<file path="config.mk">
export PLATFORM = sky130hd
export DESIGN_NAME = moving_average_filter
export DESIGN_NICKNAME = d
export VERILOG_FILES = /design/src/rtl/maf_pkg.sv /design/src/rtl/maf_ring.sv /design/src/rtl/maf_divider.sv /design/src/rtl/moving_average_filter.sv
export SDC_FILE = /design/constraint.sdc
export NUM_CORES = 1
export LEC_CHECK = 0
export BUFFER_PORTS_ARGS = -buffer_cell sky130_fd_sc_hd__buf_4
export CORE_ASPECT_RATIO = 1.75
export CORE_MARGIN = 5
export CORE_UTILIZATION = 53
export CTS_CLUSTER_DIAMETER = 50
export DETAILED_ROUTE_END_ITERATION = 10
export PLACE_DENSITY_LB_ADDON = 0.3
export SYNTH_ARGS = -nofsm -noshare
export SYNTH_HDL_FRONTEND = slang
export SYNTH_HIERARCHICAL = 1
export SYNTH_SLANG_ARGS = --single-unit
</file>
<file path="constraint.sdc">
create_clock -name clock -period 4 [get_ports clock]
set_input_delay 0.4 -clock clock [delete_from_list [all_inputs] [get_ports clock]]
set_output_delay 0.4 -clock clock [all_outputs]
set_load 0.005 [all_outputs]
</file>
<file path="src/rtl/maf_pkg.sv">
package maf_pkg;

   localparam int SAMPLE_W = 24;
   localparam int SUM_W    = 30;

   localparam logic CMD_SAMPLE = 1'b0;
   localparam logic CMD_REFILL = 1'b1;

   typedef enum logic [1:0] {
      ST_IDLE,
      ST_UPDATE,
      ST_FILL,
      ST_DIVIDE
   } state_type;

endpackage

</file>
<file path="src/rtl/maf_ring.sv">
module maf_ring #(
   parameter int DEPTH  = 8,
   parameter int ADDR_W = 3
) (
   input  logic                              clock,
   input  logic                              wr_en,
   input  logic [ADDR_W-1:0]                 wr_addr,
   input  logic [maf_pkg::SAMPLE_W-1:0]      wr_data,
   input  logic                              rd_en,
   input  logic [ADDR_W-1:0]                 rd_addr,
   output logic [maf_pkg::SAMPLE_W-1:0]      rd_data
);
   import maf_pkg::*;

   logic [SAMPLE_W-1:0] mem [DEPTH];
   logic [SAMPLE_W-1:0] rd_data_ff;

   always_ff @(posedge clock) begin
      if (wr_en) begin
         mem[wr_addr] <= wr_data;
      end
   end

   always_ff @(posedge clock) begin
      if (rd_en) begin
         rd_data_ff <= mem[rd_addr];
      end
   end

   assign rd_data = rd_data_ff;

endmodule

</file>
<file path="src/rtl/maf_divider.sv">
module maf_divider #(
   parameter int DEPTH = 8
) (
   input  logic                                 clock,
   input  logic                                 reset,
   input  logic                                 start,
   input  logic signed [maf_pkg::SUM_W-1:0]     sum,
   output logic                                 done,
   output logic signed [maf_pkg::SAMPLE_W-1:0]  quotient
);
   import maf_pkg::*;

   localparam int RECIP_W = SUM_W + 1;
   localparam int PROD_W  = SUM_W + RECIP_W;
   localparam logic [RECIP_W-1:0] RECIP   = RECIP_W'((64'd1 << SUM_W) / DEPTH);
   localparam logic [SUM_W-1:0]   DEPTH_U = SUM_W'(DEPTH);

   logic [SUM_W-1:0]    mag_in;
   logic [SUM_W-1:0]    mag_ff;
   logic                neg_ff;
   logic [PROD_W-1:0]   product_ff;
   logic                stage_ff;
   logic                done_ff;
   logic [SUM_W-1:0]    q_est;
   logic [SUM_W-1:0]    q_times_d;
   logic [SUM_W-1:0]    rem;
   logic [SUM_W-1:0]    q_fix;
   logic [SUM_W-1:0]    q_signed;
   logic signed [SAMPLE_W-1:0] quotient_ff;

   assign mag_in = sum[SUM_W-1] ? SUM_W'(-sum) : SUM_W'(sum);

   always_ff @(posedge clock) begin
      if (start) begin
         mag_ff     <= mag_in;
         neg_ff     <= sum[SUM_W-1];
         product_ff <= PROD_W'(mag_in) * PROD_W'(RECIP);
      end
   end

   always_comb begin
      q_est     = product_ff[SUM_W +: SUM_W];
      q_times_d = SUM_W'(q_est * DEPTH_U);
      rem       = mag_ff - q_times_d;
      q_fix     = (rem >= DEPTH_U) ? q_est + SUM_W'(1) : q_est;
      q_signed  = neg_ff ? SUM_W'(-q_fix) : q_fix;
   end

   always_ff @(posedge clock) begin
      if (stage_ff) begin
         quotient_ff <= q_signed[SAMPLE_W-1:0];
      end
   end

   always_ff @(posedge clock) begin
      if (reset) begin
         stage_ff <= 1'b0;
         done_ff  <= 1'b0;
      end else begin
         stage_ff <= start;
         if (start) begin
            done_ff <= 1'b0;
         end else if (stage_ff) begin
            done_ff <= 1'b1;
         end
      end
   end

   assign done     = done_ff;
   assign quotient = quotient_ff;

endmodule

</file>
<file path="src/rtl/moving_average_filter.sv">
// Boxcar moving average over the last DEPTH signed 24-bit samples. A transaction with
// cmd 0 stores its sample in place of the oldest one and returns the truncated average of
// the window and the newest sample; cmd 1 arms a refill and returns the current values.
// The first sample after reset, or after a refill request, fills the whole window with
// itself. A refill request before the first sample returns 0 on both outputs. The ring
// memory read completes at the accepting edge; ST_UPDATE then updates the window sum,
// writes back and starts the reciprocal-multiply divider, which registers its product
// and then its quotient before the result loads. The input is open again in the cycle
// after the result loads, so no transaction is taken before the last one returns.
// A refilling sample writes the rest of the window one entry at a time in ST_FILL,
// via the single write port. A held result stalls the next one in ST_DIVIDE until taken.
module moving_average_filter #(
   parameter int DEPTH = 8
) (
   input  logic                                 clock,
   input  logic                                 reset,
   input  logic                                 req_valid,
   output logic                                 req_stall,
   input  logic                                 req_cmd,
   input  logic signed [maf_pkg::SAMPLE_W-1:0]  req_sample,
   output logic                                 rsp_valid,
   input  logic                                 rsp_stall,
   output logic signed [maf_pkg::SAMPLE_W-1:0]  rsp_average,
   output logic signed [maf_pkg::SAMPLE_W-1:0]  rsp_latest
);
   import maf_pkg::*;

   localparam int PTR_W = (DEPTH > 1) ? $clog2(DEPTH) : 1;
   localparam logic [PTR_W-1:0]        LAST_IDX = PTR_W'(DEPTH - 1);
   localparam logic signed [SUM_W-1:0] DEPTH_S  = SUM_W'(DEPTH);

   state_type state_ff, state_in;

   logic                       cmd_ff;
   logic [SAMPLE_W-1:0]        sample_ff;
   logic [PTR_W-1:0]           ptr_ff, ptr_in;
   logic [PTR_W-1:0]           fill_cnt_ff, fill_cnt_in;
   logic signed [SUM_W-1:0]    sum_ff, sum_in;
   logic [SAMPLE_W-1:0]        latest_ff, latest_in;
   logic                       refill_ff, refill_in;
   logic                       rsp_valid_ff;
   logic [SAMPLE_W-1:0]        rsp_average_ff;
   logic [SAMPLE_W-1:0]        rsp_latest_ff;

   logic                       req_accept;
   logic                       rsp_free;
   logic                       mem_wr_en;
   logic [PTR_W-1:0]           mem_wr_addr;
   logic [SAMPLE_W-1:0]        old_sample;
   logic signed [SUM_W-1:0]    s_ext;
   logic signed [SUM_W-1:0]    old_ext;
   logic                       div_start;
   logic                       div_done;
   logic signed [SAMPLE_W-1:0] div_quotient;
   logic                       rsp_load;

   assign req_accept = req_valid && !req_stall;
   assign rsp_free   = !rsp_valid_ff || !rsp_stall;
   assign s_ext      = {{(SUM_W-SAMPLE_W){sample_ff[SAMPLE_W-1]}}, sample_ff};
   assign old_ext    = {{(SUM_W-SAMPLE_W){old_sample[SAMPLE_W-1]}}, old_sample};

   maf_ring #(
      .DEPTH  (DEPTH),
      .ADDR_W (PTR_W)
   ) u_ring (
      .clock   (clock),
      .wr_en   (mem_wr_en),
      .wr_addr (mem_wr_addr),
      .wr_data (sample_ff),
      .rd_en   (req_accept),
      .rd_addr (ptr_ff),
      .rd_data (old_sample)
   );

   maf_divider #(
      .DEPTH (DEPTH)
   ) u_divider (
      .clock    (clock),
      .reset    (reset),
      .start    (div_start),
      .sum      (sum_in),
      .done     (div_done),
      .quotient (div_quotient)
   );

   always_comb begin
      state_in = state_ff;
      case (state_ff)
         ST_IDLE: begin
            if (req_accept) begin
               state_in = ST_UPDATE;
            end
         end
         ST_UPDATE: begin
            if (cmd_ff == CMD_SAMPLE && refill_ff && DEPTH > 1) begin
               state_in = ST_FILL;
            end else begin
               state_in = ST_DIVIDE;
            end
         end
         ST_FILL: begin
            if (fill_cnt_ff == LAST_IDX) begin
               state_in = ST_DIVIDE;
            end
         end
         ST_DIVIDE: begin
            if (div_done && rsp_free) begin
               state_in = ST_IDLE;
            end
         end
         default: state_in = ST_IDLE;
      endcase
   end

   always_comb begin
      req_stall   = 1'b1;
      mem_wr_en   = 1'b0;
      mem_wr_addr = ptr_ff;
      div_start   = 1'b0;
      rsp_load    = 1'b0;
      ptr_in      = ptr_ff;
      fill_cnt_in = fill_cnt_ff;
      sum_in      = sum_ff;
      latest_in   = latest_ff;
      refill_in   = refill_ff;
      case (state_ff)
         ST_IDLE: begin
            req_stall = 1'b0;
         end
         ST_UPDATE: begin
            if (cmd_ff == CMD_REFILL) begin
               refill_in = 1'b1;
               div_start = 1'b1;
            end else if (refill_ff) begin
               mem_wr_en   = 1'b1;
               mem_wr_addr = '0;
               sum_in      = s_ext * DEPTH_S;
               latest_in   = sample_ff;
               ptr_in      = '0;
               fill_cnt_in = PTR_W'(1);
               refill_in   = 1'b0;
               div_start   = (DEPTH == 1);
            end else begin
               mem_wr_en   = 1'b1;
               mem_wr_addr = ptr_ff;
               sum_in      = sum_ff - old_ext + s_ext;
               latest_in   = sample_ff;
               ptr_in      = (ptr_ff == LAST_IDX) ? '0 : ptr_ff + PTR_W'(1);
               div_start   = 1'b1;
            end
         end
         ST_FILL: begin
            mem_wr_en   = 1'b1;
            mem_wr_addr = fill_cnt_ff;
            fill_cnt_in = fill_cnt_ff + PTR_W'(1);
            div_start   = (fill_cnt_ff == LAST_IDX);
         end
         ST_DIVIDE: begin
            rsp_load = div_done && rsp_free;
         end
         default: begin
            req_stall = 1'b1;
         end
      endcase
   end

   always_ff @(posedge clock) begin
      if (reset) begin
         state_ff     <= ST_IDLE;
         ptr_ff       <= '0;
         fill_cnt_ff  <= '0;
         sum_ff       <= '0;
         latest_ff    <= '0;
         refill_ff    <= 1'b1;
         rsp_valid_ff <= 1'b0;
      end else begin
         state_ff    <= state_in;
         ptr_ff      <= ptr_in;
         fill_cnt_ff <= fill_cnt_in;
         sum_ff      <= sum_in;
         latest_ff   <= latest_in;
         refill_ff   <= refill_in;
         if (rsp_load) begin
            rsp_valid_ff <= 1'b1;
         end else if (!rsp_stall) begin
            rsp_valid_ff <= 1'b0;
         end
      end
   end

   always_ff @(posedge clock) begin
      if (req_accept) begin
         cmd_ff    <= req_cmd;
         sample_ff <= req_sample;
      end
      if (rsp_load) begin
         rsp_average_ff <= div_quotient;
         rsp_latest_ff  <= latest_ff;
      end
   end

   assign rsp_valid   = rsp_valid_ff;
   assign rsp_average = rsp_average_ff;
   assign rsp_latest  = rsp_latest_ff;

   a_no_overwrite: assert property (@(posedge clock) disable iff (reset)
      rsp_load |-> (!rsp_valid_ff || !rsp_stall))
      else $error("result register overwritten while held");

   a_ptr_range: assert property (@(posedge clock) disable iff (reset)
      ptr_ff <= LAST_IDX)
      else $error("write pointer out of range");

   a_fill_ptr: assert property (@(posedge clock) disable iff (reset)
      (state_ff == ST_FILL) |-> (ptr_ff == '0 && !refill_ff))
      else $error("ring fill with stale pointer or armed refill");

   a_done_after_start: assert property (@(posedge clock) disable iff (reset)
      (state_ff == ST_DIVIDE && $past(state_ff) != ST_DIVIDE) |-> !div_done)
      else $error("divider result ahead of its latency");

   a_accept_then_update: assert property (@(posedge clock) disable iff (reset)
      req_accept |=> (state_ff == ST_UPDATE))
      else $error("accepted transaction not processed");

endmodule
</file>
**After elaboration in Yosys (flattened, before gate mapping)**

Memory sizes are Yosys's and may differ from the RTL's. A register that Yosys moved wholly into a read port is not among the register bits.
Index checks and enable logic that the tools add are counted.

- Add/sub/neg operators: 8
- Bitwise logic cells: 1
- Eq/ne operators: 11
- Muxes and demuxes: 31
- $lt $le $gt $ge: 1
- Reductions and logical operators: 12

Operators with widths:

| kind | count |
|---|---|
| 30-bit 2-to-1 mux | 3 |
| 24-bit 2-to-1 mux | 2 |
| 30-bit by 24-bit adder with 30-bit output | 1 |
| 30-bit by 4-bit >= comparator with 1-bit output (second input constant) | 1 |
| 30-bit negation | 1 |
| 30-bit by 24-bit subtractor with 30-bit output | 1 |
| 30-bit subtractor | 1 |
| 29-bit 2-to-1 mux | 1 |
| 24-bit by 1-bit adder with 24-bit output (second input constant) | 1 |
| 24-bit negation | 1 |
| 3-bit 2-to-1 mux | 6 |
| 3-bit case mux with 2 select lines | 2 |
| 1-bit 2-to-1 mux | 11 |
| 2-bit != test (second input constant) | 5 |
| 2-bit case mux with 4 select lines | 1 |
| 3-bit by 1-bit adder with 3-bit output (second input constant) | 2 |
| 3-bit equality test (second input constant) | 2 |
| 2-bit 2-to-1 mux | 3 |
| 3-bit AND reduction | 2 |
| 2-bit equality test (second input constant) | 2 |
| 1-bit case mux with 2 select lines | 2 |
| 1-bit logical AND | 3 |
| 2-bit by 1-bit equality test with 1-bit output (second input constant) | 1 |
| 1-bit logical NOT | 2 |
| 7 further kinds | 7 |

- Bits in writable memories: 192
- Bits of input ports: 29
- Word-level logic and storage cells: 82
- Output and inout port bits: 50
- Memories kept: 1
- Register bits: 194

Memories:

| memory | depth | bits a word | rd ports | clocked after memory_dff | wr ports | RTL line | source |
|---|---|---|---|---|---|---|---|
| u_ring.mem | 8 | 24 | 1 | 1 | 1 | maf_ring.sv:15 | `logic [SAMPLE_W-1:0] mem [DEPTH];` |

**Logic depth before layout (Yosys ltp)**

- Depth after elaboration: 7
- Mapped depth: 16
- Mapped depth without buffers: 16

**Hierarchy**

Netlist, hierarchy kept.

By module, submodules not included:

| module | area an instance (um^2) | times used | cells each |
|---|---|---|---|
| maf_ring | 8,037.7 | 1 | 314 |
| moving_average_filter | 7,787.5 | 1 | 830 |
| maf_divider | 2,508.7 | 1 | 192 |

**Least setup slack after synthesis**

No wires, ideal clock.

- Path type: reg-to-reg
- From: reg sample_ff[15]
- To: reg u_divider.product_ff[53] (data pin)
- Slack: -251 ps
- Arrival: 3,987 ps
- Cell stages (with the launch flop): 17
- Setup time: 264 ps
- Data required time: 3,736 ps
- Path through: edfxtp_1 -> inv_1 -> fa_1 -> inv_1 -> ha_1 -> buf_2 -> and4_1 -> or3b_2 -> o31ai_1 -> a21oi_1 -> xnor2_1 -> nand2_1 -> nand3_1 -> or4_4 -> nand4bb_4 -> o41ai_2 -> xnor2_1

- Cells in the longest elaborated chain, start to end: 6

RTL lines:

| item | RTL line | source |
|---|---|---|
| start, declared | moving_average_filter.sv:35 | `logic [SAMPLE_W-1:0] sample_ff;` |
| start signal, assigned | moving_average_filter.sv:194 | `sample_ff <= req_sample;` |
| 30-bit by 24-bit adder with 30-bit output | moving_average_filter.sv:146 | `sum_in = sum_ff - old_ext + s_ext;` |
| 30-bit 2-to-1 mux | moving_average_filter.sv:134 | `end else if (refill_ff) begin` |
| 30-bit 2-to-1 mux | moving_average_filter.sv:131 | `if (cmd_ff == CMD_REFILL) begin` |
| 30-bit 2-to-1 mux | moving_average_filter.sv:126 | `case (state_ff)` |
| named net sum_in[16] | moving_average_filter.sv:38 | `logic signed [SUM_W-1:0] sum_ff, sum_in;` |
| 30-bit negation | maf_divider.sv:31 | `assign mag_in = sum[SUM_W-1] ? SUM_W'(-sum) : SUM_W'(sum);` |
| 29-bit 2-to-1 mux | maf_divider.sv:31 |  |
| named net u_divider.mag_in[26] | maf_divider.sv:18 | `logic [SUM_W-1:0] mag_in;` |
| end signal, assigned | maf_divider.sv:37 | `product_ff <= PROD_W'(mag_in) * PROD_W'(RECIP);` |
| end, declared | maf_divider.sv:21 | `logic [PROD_W-1:0] product_ff;` |

The timed path passes the listed nets, and every way through them passes these cells.
A chain may end at the register's enable or synchronous reset.

**Final worst setup path**

- From: reg sample_ff[3]
- To: reg u_divider.product_ff[53] (data pin)

The elaborated chain is that of the path after synthesis.

==> flow_summary.ini <==
[floorplanning]
die_height_um = 256
die_area_mm2 = 0.0385
rows = 90
die_width_um = 151
io_pins = 79
start_util = 0.534
coreArea_mm2 = 0.0343

[setup_path]
reg_to_reg_slack_setup_ns = -0.08
worst_reg2reg_path_endpoint = u_divider/product_ff[53]
rr_worst_depth = 15
worst_path_max_delay_cell = sky130_fd_sc_hd__fa_1
timing.critical_path.slowest_cell_delay_ns = 0.54
worstPathMaxFanout = 5
worst_setup_path_start_kind = flip-flop
worstSetupEndpointType = flip-flop
req_time_crit_path_ns = 4.29
critPathBufInv = 2
regToRegStartpoint = sample_ff[3]
timing.setup.critical_path_class = reg -> reg
cp_num_cells = 15
critical_path.startpoint = sample_ff[3]
timing.critical_path.cells = inv_2 -> fa_1 -> inv_1 -> ha_4 -> and2_4 -> a21oi_4 -> or4_4 -> a211oi_4 -> nor3_2 -> nand3_1 -> nand3_2 -> or4_4 -> nand4bb_4 -> o41ai_4 -> xnor2_1
critical-path-top-delay-family = simple AND/OR/NAND/NOR gates
critical_path_arrival_ns = 4.37
endpoint = u_divider/product_ff[53]
worst_path_most_repeated_cell = sky130_fd_sc_hd__or4_4

[route]
ant_nets = 0
wl_on_met1_mm = 15.9
drt-vias-per-instance = 5.72
routed_wire_length_per_instance_um = 21.2
detail_route.iter0.violations = 780
dr.pass1.iters = 5
top_layer_used = met4
route.final.wire_length_mm = 43.3
drc_errors = 0
met3_wirelength_mm = 2.10
routed-wl-met2_mm = 22.9
via_count = 11700

[clock_tree]
path_clk_slew_ns = 0.06
worst_skew_pair.late_latency_ns = 0.54
postCtsHoldBufs = 0
clock_tree.buffer_depth = 3
ctsHtreeMaxLevel = 2
clkSinkCount = 404
tritoncts = done
numCtsBuffers = 37
cell_chosen_for_the_clock_root = sky130_fd_sc_hd__clkbuf_16

[sta]
fin_crit_sh = 1.02
finalClockSkew_ns = 0.0226
layout_setup_ws_ns = -0.0785
final.setup.tns_ns = -0.202
rsz0062_at_grt = yes
timing.final.crit_period_ns = 4.08
final-setup-viol-count = 7
maxSlewHeadroom = 0.309
finalMaxSlewViolations = 0
finalHoldViolCount = 0
final.hold.worst_slack_ns = 0.0336
max_freq_mhz = 245
worst_slew_pin_slew_ns = 1.03

[min_path]
hold_path_depth = 1
hold_class = in -> reg

[job]
cap_violations = 0

[global_route]
first_global_vias = 11900
grt_max_degree = 67
grt_antenna_before_repair = 0
grt-ovfl-total = 0
grt_use_total = 0.225
first_pass_grt_wire_length_mm = 66.2

[power]
worst_ir_drop_vdd_mv = 0.399
static-leakage-power_nw = 8.10
power_density_mw_per_mm2 = 682
design_power_total_mw = 15.1

[placed_design]
place.port_buffers = 78
post-place-ws_ns = -0.146
detailed_place_hpwl_mm = 29.7
routability_cong = 0.943
dpl_cell_area_mm2 = 0.0203
dp_cells = 1937

[synth]
postSynthCellCount = 1334
syn_avg_cell_area_um2 = 13.7
warnings_from_yosys = 6
netlist_area_mm2 = 0.0183
mappedNetlistNets = 1433

[finish]
layout-drive-gt1-share = 0.287
num-nets-final = 1655
diodes = 0
flow.area_growth_from_synthesis_pct = 20.4
finalCoreUtilization = 0.643
finalNonFillerCells = 2043
final_design_area_excluding_fillers_mm2 = 0.0221

[outcome]
outcome = complete, but fails checks
violations = negative setup slack
[state kept, by name, indices dropped and copies added (netlist names)]
register and flops:
ptr_ff 3, refill_ff 1, sample_ff 24, u_divider/quotient 24
rsp_latest 24, u_divider/product_ff 24, sum_ff 30, state_ff 2
u_divider/done 1, u_divider/stage_ff 1, u_ring/rd_data 24, u_ring/mem 192
fill_cnt_ff 3, rsp_valid 1, rsp_average 24, cmd_ff 1
latest_ff 24, u_divider/neg_ff 1
[worst min-delay path by stage]
| stage | startpoint | endpoint | slack [ns] |
|---|---|---|---|
| floorplan | u_divider/quotient[0] | rsp_average[0] | 0.40 |
| global placement | u_divider/quotient[21] | rsp_average[21] | 0.40 |
| detailed placement | u_divider/quotient[6] | rsp_average[6] | 0.40 |
| CTS | req_sample[21] | sample_ff[21] | 0.01 |
| global route | req_sample[21] | sample_ff[21] | 0.02 |
| finish | req_sample[21] | sample_ff[21] | 0.03 |
[metal layers]
layer,vias up,global-route usage
li1,5371,-
met1,5788,0.267
met2,398,0.399
met3,139,0.0275
met4,0,0.113
met5,-,0
[area by class of cell]
type                            instances  area [um2]
Sequential cell                       404       11500
Timing Repair Buffer                  237        1810
Multi-Input combinational cell        747        6600
Clock inverter                         13         124
Fill cell                            2474       12300
Clock buffer                           53        1010
Inverter                              129         484
Tap cell                              460         576
[cells in the final DEF (no fill, tap or decap), types with 8 or more instances in the layout]
master and n:
sky130_fd_sc_hd__and3_1 10, sky130_fd_sc_hd__dfxtp_1 62, sky130_fd_sc_hd__a211oi_1 8, sky130_fd_sc_hd__nand2_1 118
sky130_fd_sc_hd__mux2i_1 9, sky130_fd_sc_hd__nand3_1 19, sky130_fd_sc_hd__o21ai_0 32, sky130_fd_sc_hd__clkbuf_1 14
sky130_fd_sc_hd__edfxtp_1 338, sky130_fd_sc_hd__nor3_1 16, sky130_fd_sc_hd__o31ai_1 10, sky130_fd_sc_hd__mux2_2 12
sky130_fd_sc_hd__a21oi_2 10, sky130_fd_sc_hd__inv_1 116, sky130_fd_sc_hd__ha_1 29, sky130_fd_sc_hd__fa_1 28
sky130_fd_sc_hd__xnor2_1 54, sky130_fd_sc_hd__buf_4 231, sky130_fd_sc_hd__clkbuf_16 37, sky130_fd_sc_hd__nor2_1 51
sky130_fd_sc_hd__a31oi_1 19, sky130_fd_sc_hd__inv_2 13, sky130_fd_sc_hd__a21oi_1 69, sky130_fd_sc_hd__mux4_2 48
sky130_fd_sc_hd__nor2b_1 12, sky130_fd_sc_hd__a21o_1 17, sky130_fd_sc_hd__o21bai_1 8, sky130_fd_sc_hd__mux2_4 12
sky130_fd_sc_hd__ha_4 12, sky130_fd_sc_hd__nand4_1 8
[where the power goes]
group / switching (mW) / total, mW / leakage, nW / internal [mW]
clock: 1.51 / 3.35 / 0.545 / 1.84
combinational: 3.57 / 6.34 / 3.93 / 2.77
sequential: 0.210 / 5.37 / 3.62 / 5.16
total: 5.28 / 15.1 / 8.10 / 9.77
[timing repair]
| item | CTS | global route |
|---|---|---|
| pin swaps | 21 | 27 |
| gates resized for setup | 35 | 39 |
| setup endpoints to repair | 8 | 19 |
| buffers inserted | 35 | 7 |
Note: power is estimated with default switching activity, not from simulation.
